$ cat src/sv/lblt_pkg.sv
package lblt_pkg;

    localparam int MAX_LINES  = 32;
    localparam int COORD_BITS = 12;

    localparam int LINE_W  = $clog2(MAX_LINES);
    localparam int LC_W    = $clog2(MAX_LINES + 1);
    localparam int DX_W    = COORD_BITS + 1;
    localparam int DY_W    = COORD_BITS + 2;
    localparam int D2_W    = 2 * DY_W;
    localparam int SQ_W    = 20;
    localparam int PADDR_W = 4;

    // size filter and distance limits
    localparam int WIDTH_MIN_DIV = 25;
    localparam int WIDTH_MAX_DIV = 5;
    localparam int HEIGHT_SLACK  = 10;
    localparam int NEAR_ROWS     = 2;
    localparam int GAP_ROWS      = 4;

    localparam logic [1:0] OUT_NEAR = 2'd0;
    localparam logic [1:0] OUT_GAP  = 2'd1;
    localparam logic [1:0] OUT_NEW  = 2'd2;
    localparam logic [1:0] OUT_FULL = 2'd3;

    localparam logic [1:0] REG_FRAME_COLS = 2'd0;
    localparam logic [1:0] REG_FRAME_ROWS = 2'd1;
    localparam logic [1:0] REG_ROW_HEIGHT = 2'd2;

    localparam logic [11:0] FRAME_COLS_RST = 12'd640;
    localparam logic [11:0] FRAME_ROWS_RST = 12'd480;
    localparam logic [7:0]  ROW_HEIGHT_RST = 8'd20;

    typedef logic [LINE_W-1:0] t_line;

    typedef struct packed {
        logic [COORD_BITS-1:0] x;
        logic signed [COORD_BITS:0] y;
    } t_tail;

    typedef struct packed {
        logic  valid;
        t_line idx;
    } t_dist_tag;

    typedef struct packed {
        logic            valid;
        t_line           idx;
        logic [D2_W-1:0] d2;
    } t_dist_res;

endpackage

$ cat src/sv/lblt_tail_ram.sv
module lblt_tail_ram (
    input  logic                 i_clk,
    input  logic                 i_we,
    input  lblt_pkg::t_line      i_waddr,
    input  lblt_pkg::t_tail      i_wdata,
    input  logic                 i_re,
    input  lblt_pkg::t_line      i_raddr,
    output lblt_pkg::t_tail      o_rdata
);
    import lblt_pkg::*;

    t_tail r_mem [MAX_LINES];

    always_ff @(posedge i_clk) begin
        if (i_we) begin
            r_mem[i_waddr] <= i_wdata;
        end
    end

    always_ff @(posedge i_clk) begin
        if (i_re) begin
            o_rdata <= r_mem[i_raddr];
        end
    end

endmodule

$ cat src/sv/lblt_dist.sv
module lblt_dist (
    input  logic                                 i_clk,
    input  logic                                 i_rst_n,
    input  lblt_pkg::t_dist_tag                  i_tag,
    input  lblt_pkg::t_tail                      i_tail,
    input  logic [lblt_pkg::COORD_BITS-1:0]      i_cx,
    input  logic signed [lblt_pkg::COORD_BITS:0] i_cy,
    output lblt_pkg::t_dist_res                  o_res
);
    import lblt_pkg::*;

    logic signed [DX_W-1:0]   s_dx;
    logic signed [DY_W-1:0]   s_dy;
    logic signed [2*DX_W-1:0] s_dx2;
    logic signed [2*DY_W-1:0] s_dy2;
    logic [2*DX_W-1:0]        r_dx2;
    logic [2*DY_W-1:0]        r_dy2;
    t_dist_tag                r_tag;

    assign s_dx  = $signed({1'b0, i_cx}) - $signed({1'b0, i_tail.x});
    assign s_dy  = $signed({i_cy[COORD_BITS], i_cy}) -
                   $signed({i_tail.y[COORD_BITS], i_tail.y});
    assign s_dx2 = s_dx * s_dx;
    assign s_dy2 = s_dy * s_dy;

    // square stage, then sum stage
    always_ff @(posedge i_clk) begin
        r_dx2 <= $unsigned(s_dx2);
        r_dy2 <= $unsigned(s_dy2);
        r_tag.idx <= i_tag.idx;
        o_res.idx <= r_tag.idx;
        o_res.d2  <= D2_W'(r_dx2) + D2_W'(r_dy2);
        if (!i_rst_n) begin
            r_tag.valid <= 1'b0;
            o_res.valid <= 1'b0;
        end else begin
            r_tag.valid <= i_tag.valid;
            o_res.valid <= r_tag.valid;
        end
    end

endmodule

$ cat src/sv/lane_blob_line_tracker.sv
// An accepted item goes through the centre and size-filter step, a search in which the tail
// memory port reads each stored line (counted after any frame-start clear) at one per cycle
// into the distance unit, and a decision step; the search is skipped when no line is stored,
// and a box dropped by the size filter returns to idle. A new item is taken only in idle.
// Result stalls hold the decision step and the input. Reset (synchronous, active low)
// restores register defaults, clears line count, broken marks and handshakes, not tails.
module lane_blob_line_tracker (
    input  logic                                   i_clk,
    input  logic                                   i_rst_n,
    input  logic                                   psel,
    input  logic                                   penable,
    input  logic                                   pwrite,
    input  logic [lblt_pkg::PADDR_W-1:0]           paddr,
    input  logic [31:0]                            pwdata,
    output logic [31:0]                            prdata,
    output logic                                   pready,
    input  logic                                   i_box_valid,
    output logic                                   o_box_ready,
    input  logic                                   i_frame_start,
    input  logic [7:0]                             i_strip_index,
    input  logic [11:0]                            i_box_x,
    input  logic [7:0]                             i_box_y,
    input  logic [11:0]                            i_box_width,
    input  logic [7:0]                             i_box_height,
    output logic                                   o_res_valid,
    input  logic                                   i_res_ready,
    output logic [lblt_pkg::LINE_W-1:0]            o_line_number,
    output logic [lblt_pkg::COORD_BITS-1:0]        o_centre_x,
    output logic signed [lblt_pkg::COORD_BITS:0]   o_centre_y,
    output logic [1:0]                             o_outcome,
    output logic                                   o_line_broken
);
    import lblt_pkg::*;

    localparam logic [1:0] ST_IDLE   = 2'd0;
    localparam logic [1:0] ST_CALC   = 2'd1;
    localparam logic [1:0] ST_SEARCH = 2'd2;
    localparam logic [1:0] ST_DECIDE = 2'd3;

    localparam int CY_W     = 19;
    localparam int CX_SUM_W = (COORD_BITS + 1 > 13) ? COORD_BITS + 1 : 13;
    localparam int FW       = 17;

    localparam logic signed [CY_W-1:0] CY_LO = CY_W'(-(2 ** COORD_BITS));
    localparam logic signed [CY_W-1:0] CY_HI = CY_W'(2 ** COORD_BITS - 1);
    localparam logic [CX_SUM_W-1:0]    CX_HI = CX_SUM_W'(2 ** COORD_BITS - 1);

    // configuration
    logic [11:0] r_fc;
    logic [11:0] r_fr;
    logic [7:0]  r_rh;
    logic        s_cfg_wr;

    // control
    logic [1:0]            r_state;
    logic [1:0]            n_state;
    logic [LC_W-1:0]       r_line_cnt;
    logic [MAX_LINES-1:0]  r_broken;
    logic [LC_W-1:0]       r_rd_idx;
    logic                  r_issue;
    t_dist_tag             r_rd_tag;
    t_line                 r_best;
    logic [D2_W-1:0]       r_best_d2;

    // item
    logic [7:0]  r_k;
    logic [11:0] r_bx;
    logic [7:0]  r_by;
    logic [11:0] r_bw;
    logic [7:0]  r_bh;
    logic [COORD_BITS-1:0]      r_cx;
    logic signed [COORD_BITS:0] r_cy;
    logic [SQ_W-1:0]            r_near2;
    logic [SQ_W-1:0]            r_gap2;

    // result register
    logic                       r_res_valid;
    t_line                      r_res_line;
    logic [COORD_BITS-1:0]      r_res_cx;
    logic signed [COORD_BITS:0] r_res_cy;
    logic [1:0]                 r_res_outcome;
    logic                       r_res_brk;

    logic                       s_accept;
    logic                       s_keep;
    logic [15:0]                s_kxrh;
    logic [15:0]                s_rh_sq;
    logic [FW-1:0]              s_bw_lo;
    logic [FW-1:0]              s_bw_hi;
    logic [CX_SUM_W-1:0]        s_cx_sum;
    logic signed [CY_W-1:0]     s_cy_sum;
    logic [COORD_BITS-1:0]      s_cx;
    logic signed [COORD_BITS:0] s_cy;
    logic                       s_last_issue;
    logic                       s_last_dist;
    logic                       s_load;
    logic                       s_hit;
    logic                       s_near;
    logic                       s_full;
    logic                       s_we;
    t_line                      s_waddr;
    t_tail                      s_wdata;
    t_line                      s_line;
    logic [1:0]                 s_outcome;
    logic                       s_brk;
    t_tail                      w_tail;
    t_dist_res                  w_dist;

    // ---------------- configuration port ----------------
    assign pready   = 1'b1;
    assign s_cfg_wr = psel && penable && pwrite && pready;

    always_ff @(posedge i_clk) begin
        if (!i_rst_n) begin
            r_fc <= FRAME_COLS_RST;
            r_fr <= FRAME_ROWS_RST;
            r_rh <= ROW_HEIGHT_RST;
        end else if (s_cfg_wr) begin
            unique case (paddr[3:2])
                REG_FRAME_COLS: r_fc <= pwdata[11:0];
                REG_FRAME_ROWS: r_fr <= pwdata[11:0];
                REG_ROW_HEIGHT: r_rh <= pwdata[7:0];
                default: ;
            endcase
        end
    end

    always_comb begin
        unique case (paddr[3:2])
            REG_FRAME_COLS: prdata = 32'(r_fc);
            REG_FRAME_ROWS: prdata = 32'(r_fr);
            REG_ROW_HEIGHT: prdata = 32'(r_rh);
            default:        prdata = '0;
        endcase
    end

    // ---------------- centre and filter ----------------
    assign s_accept = i_box_valid && o_box_ready;
    assign s_kxrh   = 16'(r_k) * 16'(r_rh);
    assign s_rh_sq  = 16'(r_rh) * 16'(r_rh);

    // bw > fc/25, bw < fc/5 and bh + HEIGHT_SLACK > rh without dividing
    assign s_bw_lo = FW'(r_bw) * FW'(WIDTH_MIN_DIV);
    assign s_bw_hi = (FW'(r_bw) + FW'(1)) * FW'(WIDTH_MAX_DIV);
    assign s_keep  = (FW'(r_fc) < s_bw_lo) && (s_bw_hi <= FW'(r_fc)) &&
                     (9'(r_bh) + 9'(HEIGHT_SLACK) > 9'(r_rh));

    assign s_cx_sum = CX_SUM_W'(r_bx) + CX_SUM_W'(r_bw[11:1]);
    assign s_cx     = (s_cx_sum > CX_HI) ? CX_HI[COORD_BITS-1:0]
                                         : s_cx_sum[COORD_BITS-1:0];
    assign s_cy_sum = $signed(CY_W'(r_by)) + $signed(CY_W'(r_bh[7:1])) +
                      $signed(CY_W'(r_fr)) - $signed(CY_W'(s_kxrh));

    always_comb begin
        priority if (s_cy_sum < CY_LO) begin
            s_cy = CY_LO[COORD_BITS:0];
        end else if (s_cy_sum > CY_HI) begin
            s_cy = CY_HI[COORD_BITS:0];
        end else begin
            s_cy = s_cy_sum[COORD_BITS:0];
        end
    end

    // ---------------- search ----------------
    assign s_last_issue = (r_rd_idx == r_line_cnt - LC_W'(1));
    assign s_last_dist  = w_dist.valid &&
                          (LC_W'(w_dist.idx) == r_line_cnt - LC_W'(1));

    lblt_tail_ram u_ram (
        .i_clk   (i_clk),
        .i_we    (s_we),
        .i_waddr (s_waddr),
        .i_wdata (s_wdata),
        .i_re    (r_issue),
        .i_raddr (r_rd_idx[LINE_W-1:0]),
        .o_rdata (w_tail)
    );

    lblt_dist u_dist (
        .i_clk   (i_clk),
        .i_rst_n (i_rst_n),
        .i_tag   (r_rd_tag),
        .i_tail  (w_tail),
        .i_cx    (r_cx),
        .i_cy    (r_cy),
        .o_res   (w_dist)
    );

    // ---------------- decision ----------------
    assign s_hit  = (r_line_cnt != '0) && (r_best_d2 <= D2_W'(r_gap2));
    assign s_near = (r_best_d2 <= D2_W'(r_near2));
    assign s_full = (r_line_cnt == LC_W'(MAX_LINES));
    assign s_load = (r_state == ST_DECIDE) && (!r_res_valid || i_res_ready);

    always_comb begin
        s_wdata.x = r_cx;
        s_wdata.y = r_cy;
        priority if (s_hit) begin
            s_waddr   = r_best;
            s_line    = r_best;
            s_outcome = s_near ? OUT_NEAR : OUT_GAP;
            s_brk     = s_near ? r_broken[r_best] : 1'b1;
            s_we      = s_load;
        end else if (!s_full) begin
            s_waddr   = r_line_cnt[LINE_W-1:0];
            s_line    = r_line_cnt[LINE_W-1:0];
            s_outcome = OUT_NEW;
            s_brk     = 1'b0;
            s_we      = s_load;
        end else begin
            s_waddr   = r_best;
            s_line    = '0;
            s_outcome = OUT_FULL;
            s_brk     = 1'b0;
            s_we      = 1'b0;
        end
    end

    // ---------------- sequencer ----------------
    always_comb begin
        n_state = r_state;
        unique case (r_state)
            ST_IDLE: begin
                if (s_accept) n_state = ST_CALC;
            end
            ST_CALC: begin
                priority if (!s_keep) n_state = ST_IDLE;
                else if (r_line_cnt == '0) n_state = ST_DECIDE;
                else n_state = ST_SEARCH;
            end
            ST_SEARCH: begin
                if (s_last_dist) n_state = ST_DECIDE;
            end
            ST_DECIDE: begin
                if (s_load) n_state = ST_IDLE;
            end
            default: n_state = ST_IDLE;
        endcase
    end

    assign o_box_ready = (r_state == ST_IDLE);

    always_ff @(posedge i_clk) begin
        if (s_accept) begin
            r_k  <= i_strip_index;
            r_bx <= i_box_x;
            r_by <= i_box_y;
            r_bw <= i_box_width;
            r_bh <= i_box_height;
        end
        if (r_state == ST_CALC) begin
            r_cx    <= s_cx;
            r_cy    <= s_cy;
            r_near2 <= SQ_W'(s_rh_sq) * SQ_W'(NEAR_ROWS * NEAR_ROWS);
            r_gap2  <= SQ_W'(s_rh_sq) * SQ_W'(GAP_ROWS * GAP_ROWS);
        end
        r_rd_tag.idx <= r_rd_idx[LINE_W-1:0];
        if (w_dist.valid && (w_dist.idx == '0 || w_dist.d2 < r_best_d2)) begin
            r_best    <= w_dist.idx;
            r_best_d2 <= w_dist.d2;
        end
        if (s_load) begin
            r_res_line    <= s_line;
            r_res_cx      <= r_cx;
            r_res_cy      <= r_cy;
            r_res_outcome <= s_outcome;
            r_res_brk     <= s_brk;
        end
        if (!i_rst_n) begin
            r_state        <= ST_IDLE;
            r_line_cnt     <= '0;
            r_broken       <= '0;
            r_rd_idx       <= '0;
            r_issue        <= 1'b0;
            r_rd_tag.valid <= 1'b0;
            r_res_valid    <= 1'b0;
        end else begin
            r_state        <= n_state;
            r_rd_tag.valid <= (r_state == ST_SEARCH) && r_issue;
            if (s_accept && i_frame_start) begin
                r_line_cnt <= '0;
                r_broken   <= '0;
            end
            if (r_state == ST_CALC) begin
                r_rd_idx <= '0;
                r_issue  <= s_keep && (r_line_cnt != '0);
            end else if (r_issue) begin
                r_rd_idx <= r_rd_idx + LC_W'(1);
                if (s_last_issue) r_issue <= 1'b0;
            end
            if (s_load) begin
                if (s_hit) begin
                    if (!s_near) r_broken[r_best] <= 1'b1;
                end else if (!s_full) begin
                    r_broken[r_line_cnt[LINE_W-1:0]] <= 1'b0;
                    r_line_cnt <= r_line_cnt + LC_W'(1);
                end
            end
            // hold the result until taken
            if (s_load) begin
                r_res_valid <= 1'b1;
            end else if (i_res_ready) begin
                r_res_valid <= 1'b0;
            end
        end
    end

    assign o_res_valid   = r_res_valid;
    assign o_line_number = r_res_line;
    assign o_centre_x    = r_res_cx;
    assign o_centre_y    = r_res_cy;
    assign o_outcome     = r_res_outcome;
    assign o_line_broken = r_res_brk;

`ifndef SYNTHESIS
    a_cnt_bound: assert property (@(posedge i_clk) disable iff (!i_rst_n)
        r_line_cnt <= LC_W'(MAX_LINES))
        else $error("line count beyond table size");

    a_frame_clear: assert property (@(posedge i_clk) disable iff (!i_rst_n)
        (s_accept && i_frame_start) |=> (r_line_cnt == '0 && r_broken == '0))
        else $error("frame start did not clear the table");

    a_new_line: assert property (@(posedge i_clk) disable iff (!i_rst_n)
        s_load |=> (r_res_outcome != OUT_NEW ||
                    r_line_cnt == LC_W'(r_res_line) + LC_W'(1)))
        else $error("new line index does not match line count");

    a_dist_in_search: assert property (@(posedge i_clk) disable iff (!i_rst_n)
        w_dist.valid |-> (r_state == ST_SEARCH))
        else $error("distance result outside search");

    a_no_overwrite: assert property (@(posedge i_clk) disable iff (!i_rst_n)
        (r_state == ST_DECIDE && r_res_valid && !i_res_ready) |=>
            (r_state == ST_DECIDE))
        else $error("result overwritten before taken");
`endif

endmodule
$ cat config.mk
export PLATFORM = sky130hd
export DESIGN_NAME = lane_blob_line_tracker
export DESIGN_NICKNAME = d
export VERILOG_FILES = /design/src/sv/lblt_pkg.sv /design/src/sv/lblt_tail_ram.sv /design/src/sv/lblt_dist.sv /design/src/sv/lane_blob_line_tracker.sv
export SDC_FILE = /design/constraint.sdc
export NUM_CORES = 2
export LEC_CHECK = 0
export BUFFER_PORTS_ARGS = -buffer_cell sky130_fd_sc_hd__buf_2
export CAP_MARGIN = 10
export CORE_MARGIN = 2
export CORE_UTILIZATION = 40
export DETAILED_ROUTE_END_ITERATION = 16
export PLACE_DENSITY = 0.63
export SETUP_SLACK_MARGIN = 0.02
export SLEW_MARGIN = 20
export SYNTH_ARGS = -nofsm -noshare
export SYNTH_HDL_FRONTEND = slang
export SYNTH_SLANG_ARGS = --single-unit
$ cat constraint.sdc
create_clock -name i_clk -period 10.5 [get_ports i_clk]
set_clock_uncertainty 0.15 [all_clocks]
set_input_delay 2.1 -clock i_clk [delete_from_list [all_inputs] [get_ports i_clk]]
set_output_delay 2.1 -clock i_clk [all_outputs]
set_load 0.01 [all_outputs]
==> impl_summary.txt <==
----------------------------------------------------
[Timing]
  Rel. slew slack ... 0.2536
  RSZ-0062 raised after global routing ... no
  Max-slew violation count ... 0
  Maximum clock frequency ... 103.0 MHz
  Post-Route Setup TNS ... 0 ns
  Hold Violations, Final ... 0
  Final setup vio count ... 0
  Fin crit period ... between 9 and 10 ns
  Slew at the pin with the worst max-slew slack ... approximately 1.1 ns
  Post-route fraction of the period consumed by the critical path ... 0.9242

[Global route]
  All-layer global routing usage ... 0.1871
  Pin count of the biggest net entering global routing ... 60
  Wire length of the first global-routing pass ... ~240 mm
  Initial antenna violation count ... 4
  Number of global-route vias before repair ... 39,560
  Grt total ovfl ... 0

[Synth]
  Post-Syn Area ... between 60,000 and 70,000 µm²
  Top post-synthesis cells by count ... 979 x sky130_fd_sc_hd__edfxtp_1, 707 x sky130_fd_sc_hd__inv_1, 432 x sky130_fd_sc_hd__ha_1
  Part of the Yosys area used for sequential elements ... 0.5013
  Mapped Cells ... 4,816
  Post-synth top area cell ... sky130_fd_sc_hd__edfxtp_1
  Top cells by area in the synthesized netlist ... sky130_fd_sc_hd__edfxtp_1 45%, sky130_fd_sc_hd__fa_1 13%, sky130_fd_sc_hd__mux4_2 8.9%
  Area fraction of the dominant cell type after synthesis ... 0.4471
  Average cell area after synthesis ... approximately 14 µm²
  Count of flip-flops with a built-in enable after synthesis ... roughly 1,000
  Synth async-reset ratio ... 0
  Number of synthesized register bits ... between 1,000 and 1,500
  Most frequently used cell type in the post-synthesis netlist ... sky130_fd_sc_hd__edfxtp_1
  Library cells used by synthesis ... 95
  Most used flip-flop cell after synthesis ... sky130_fd_sc_hd__edfxtp_1
  Yosys warning count ... 0

[Clocking]
  Clock root buffer ... sky130_fd_sc_hd__clkbuf_16
  Sink count of the clock tree ... 1,157
  Inserted Clock Buffers ... 116
  # Post-CTS Setup Buffers ... 0
  Resized cells post-CTS ... 0
  Buffers from clock root to sink, at most ... 3
  Number of buffers inserted by hold repair at cts ... 0
  Depth of the CTS H-tree ... 3
  CTS tree ... built
  Worst skew pair latency ... between 0.7 and 0.8 ns
  Clock transition at the register clock pins on the worst setup and hold paths after CTS ... 0.06 ns

[Placed design]
  DP Wirelength ... between 100 and 150 mm
  Number of buffers added on ports ... around 120
  Routability congestion estimate ... a little under 0.9

[Floorplan]
  Count of boundary I/O pins ... between 150 and 200
  Die area ... roughly 170,000 µm²
  Core Rows ... between 100 and 150
  Die H ... approximately 400 µm
  Starting utilization of the core area ... 0.4035
  Core area ... between 150,000 and 200,000 µm²
  Chip Width ... 409.4 µm

[Final layout]
  Reg area ... approximately 33,000 µm²
  Synthesis-to-layout area growth ... 11.52%
  Final-layout fill cell count ... ~14,000
  Proportion of layout cells with a drive suffix above 1 ... 0.1490
  Area of the multi-input gates ... approximately 30,000 µm²
  Post-layout net count ... around 6,000

[Route]
  Antenna viol nets, final ... 0
  Final wirelength ... 156.2 mm
  Drt drc ... 0
  Post-DR vias/cell ... around 5.3
  Initial DRT Pass Iterations ... 6
  Detailed router's first-iteration violation count ... about 3,300
  Vias after detailed routing ... a little under 40,000
  Average routed wire per standard cell ... ~21 µm

[Critical path]
  Max incr delay on CP ... roughly 0.80 ns
  Largest driver fanout on the critical path ... 34
  Critical path class ... reg -> reg
  Required time at the endpoint of the critical path ... between 10 and 15 ns
  Crit path launch type ... register
  Kind of end point of the critical path ... register
  Most prevalent standard cell on the critical path ... sky130_fd_sc_hd__fa_1
  CP arrival ... ~10 ns
  Critical path's slowest cell ... sky130_fd_sc_hd__fa_1

[Min path]
  Hold Path Class ... reg -> reg

[Run]
  Max-cap violations ... 0

[Status]
  Status ... finished, final reports clean

----------------------------------------------------
-- through the flow --
step	util	instances	hold WS, ns	setup slack [ns]	instance area [µm²]
after global placement	0.4258	7064	0.1596	1.045	69390
final	0.4500	7289	0.1753	0.7958	73320
after detailed placement	0.4258	7064	0.1621	0.8821	69390
after floorplan	-	4838	0.1596	2.153	65830
after CTS	0.4495	7283	0.1741	0.8609	73250
after global routing	0.4500	7289	0.1819	0.2246	73320
-- critical path: cells and delay by family, from the launching register on --
family          cells  cell delay [ns]
compound gates     12             3.31
xor+xnor            1             0.14
fa+ha+maj           9             4.06
buf+inv             6             1.07
flops               1             0.36
simple gates        2             0.51
-- metal layers --
layer  vias up  track usage  wire, µm
met5         -            0        16
met4         2      0.04710      3207
met3       215      0.02646      9827
met2      1260       0.3098     75150
met1     19810       0.2596     67950
li1      17360            -         -
-- cell families (layout without fill, tap and decap cells) --
| kind of cell | after synthesis | in the layout | synth area share |
|---|---|---|---|
| simple gates | 928 | 928 | 0.06481 |
| xor+xnor | 195 | 195 | 0.02598 |
| fa+ha+maj | 847 | 847 | 0.2086 |
| flops | 1157 | 1157 | 0.5013 |
| compound gates | 500 | 500 | 0.05060 |
| buf+inv | 877 | 1152 | 0.05163 |
| mux | 310 | 310 | 0.09699 |
| other cells | 2 | 25 | 0.0001142 |
-- state kept, by name, indices dropped and copies added (netlist names), 15 cells and up --
register	count
r_best_d2	28
r_broken	32
r_gap2	15
u_dist.o_res	34
u_dist.r_dx2	25
u_dist.r_dy2	27
u_ram.o_rdata	25
u_ram.r_mem	800
-- final cells by class --
| type | instances | share of cell area |
|---|---|---|
| well taps | 2175 | 0.03711 |
| multi-input cells | 2804 | 0.4054 |
| flip-flops and latches | 1157 | 0.4498 |
| clock buffers | 149 | 0.04293 |
| repair buffers | 210 | 0.01800 |
| clock inverters | 70 | 0.009675 |
| inverters | 723 | 0.03708 |
| diodes | 1 | 0.00003413 |
-- path summary, 6_finish.rpt --
| kind | slack (ns) | from | endpoint | depth (start not counted) |
|---|---|---|---|---|
| worst min-delay path | 0.18 | r_rd_tag[3] | u_dist.r_tag[3] | 0 |
| worst min register to register | 0.18 | r_rd_tag[3] | u_dist.r_tag[3] | 0 |
| worst max register to register | 0.80 | r_cx[0] | u_dist.r_dx2[25] | 30 |
| worst max-delay path | 0.80 | r_cx[0] | u_dist.r_dx2[25] | 30 |
-- cell usage in the layout, fill, tap and decap left out, types with 9 or more instances in the layout --
cell type and count:
sky130_fd_sc_hd__a211oi_1 9, sky130_fd_sc_hd__a21o_1 63, sky130_fd_sc_hd__a21oi_1 159, sky130_fd_sc_hd__a221oi_1 9, sky130_fd_sc_hd__a31oi_1 13, sky130_fd_sc_hd__and2_1 47, sky130_fd_sc_hd__and3_1 23, sky130_fd_sc_hd__buf_2 116
sky130_fd_sc_hd__buf_4 89, sky130_fd_sc_hd__clkbuf_1 23, sky130_fd_sc_hd__clkbuf_16 119, sky130_fd_sc_hd__clkinv_1 30, sky130_fd_sc_hd__clkinv_2 27, sky130_fd_sc_hd__conb_1 24, sky130_fd_sc_hd__dfxtp_1 172, sky130_fd_sc_hd__edfxtp_1 979
sky130_fd_sc_hd__fa_1 415, sky130_fd_sc_hd__ha_1 432, sky130_fd_sc_hd__inv_1 706, sky130_fd_sc_hd__mux2_2 27, sky130_fd_sc_hd__mux2i_1 24, sky130_fd_sc_hd__mux4_2 259, sky130_fd_sc_hd__nand2_1 338, sky130_fd_sc_hd__nand2b_1 17
sky130_fd_sc_hd__nand3_1 65, sky130_fd_sc_hd__nand4_1 32, sky130_fd_sc_hd__nor2_1 237, sky130_fd_sc_hd__nor2_4 28, sky130_fd_sc_hd__nor2b_1 30, sky130_fd_sc_hd__nor3_1 49, sky130_fd_sc_hd__o211ai_1 19, sky130_fd_sc_hd__o21a_1 30
sky130_fd_sc_hd__o21ai_0 75, sky130_fd_sc_hd__o21bai_1 23, sky130_fd_sc_hd__o31ai_1 10, sky130_fd_sc_hd__or2_2 10, sky130_fd_sc_hd__or3_1 10, sky130_fd_sc_hd__xnor2_1 145, sky130_fd_sc_hd__xor2_1 50
Power is not shown: default switching activity piles up to over one toggle a cycle in this logic, so the estimate is an artifact.
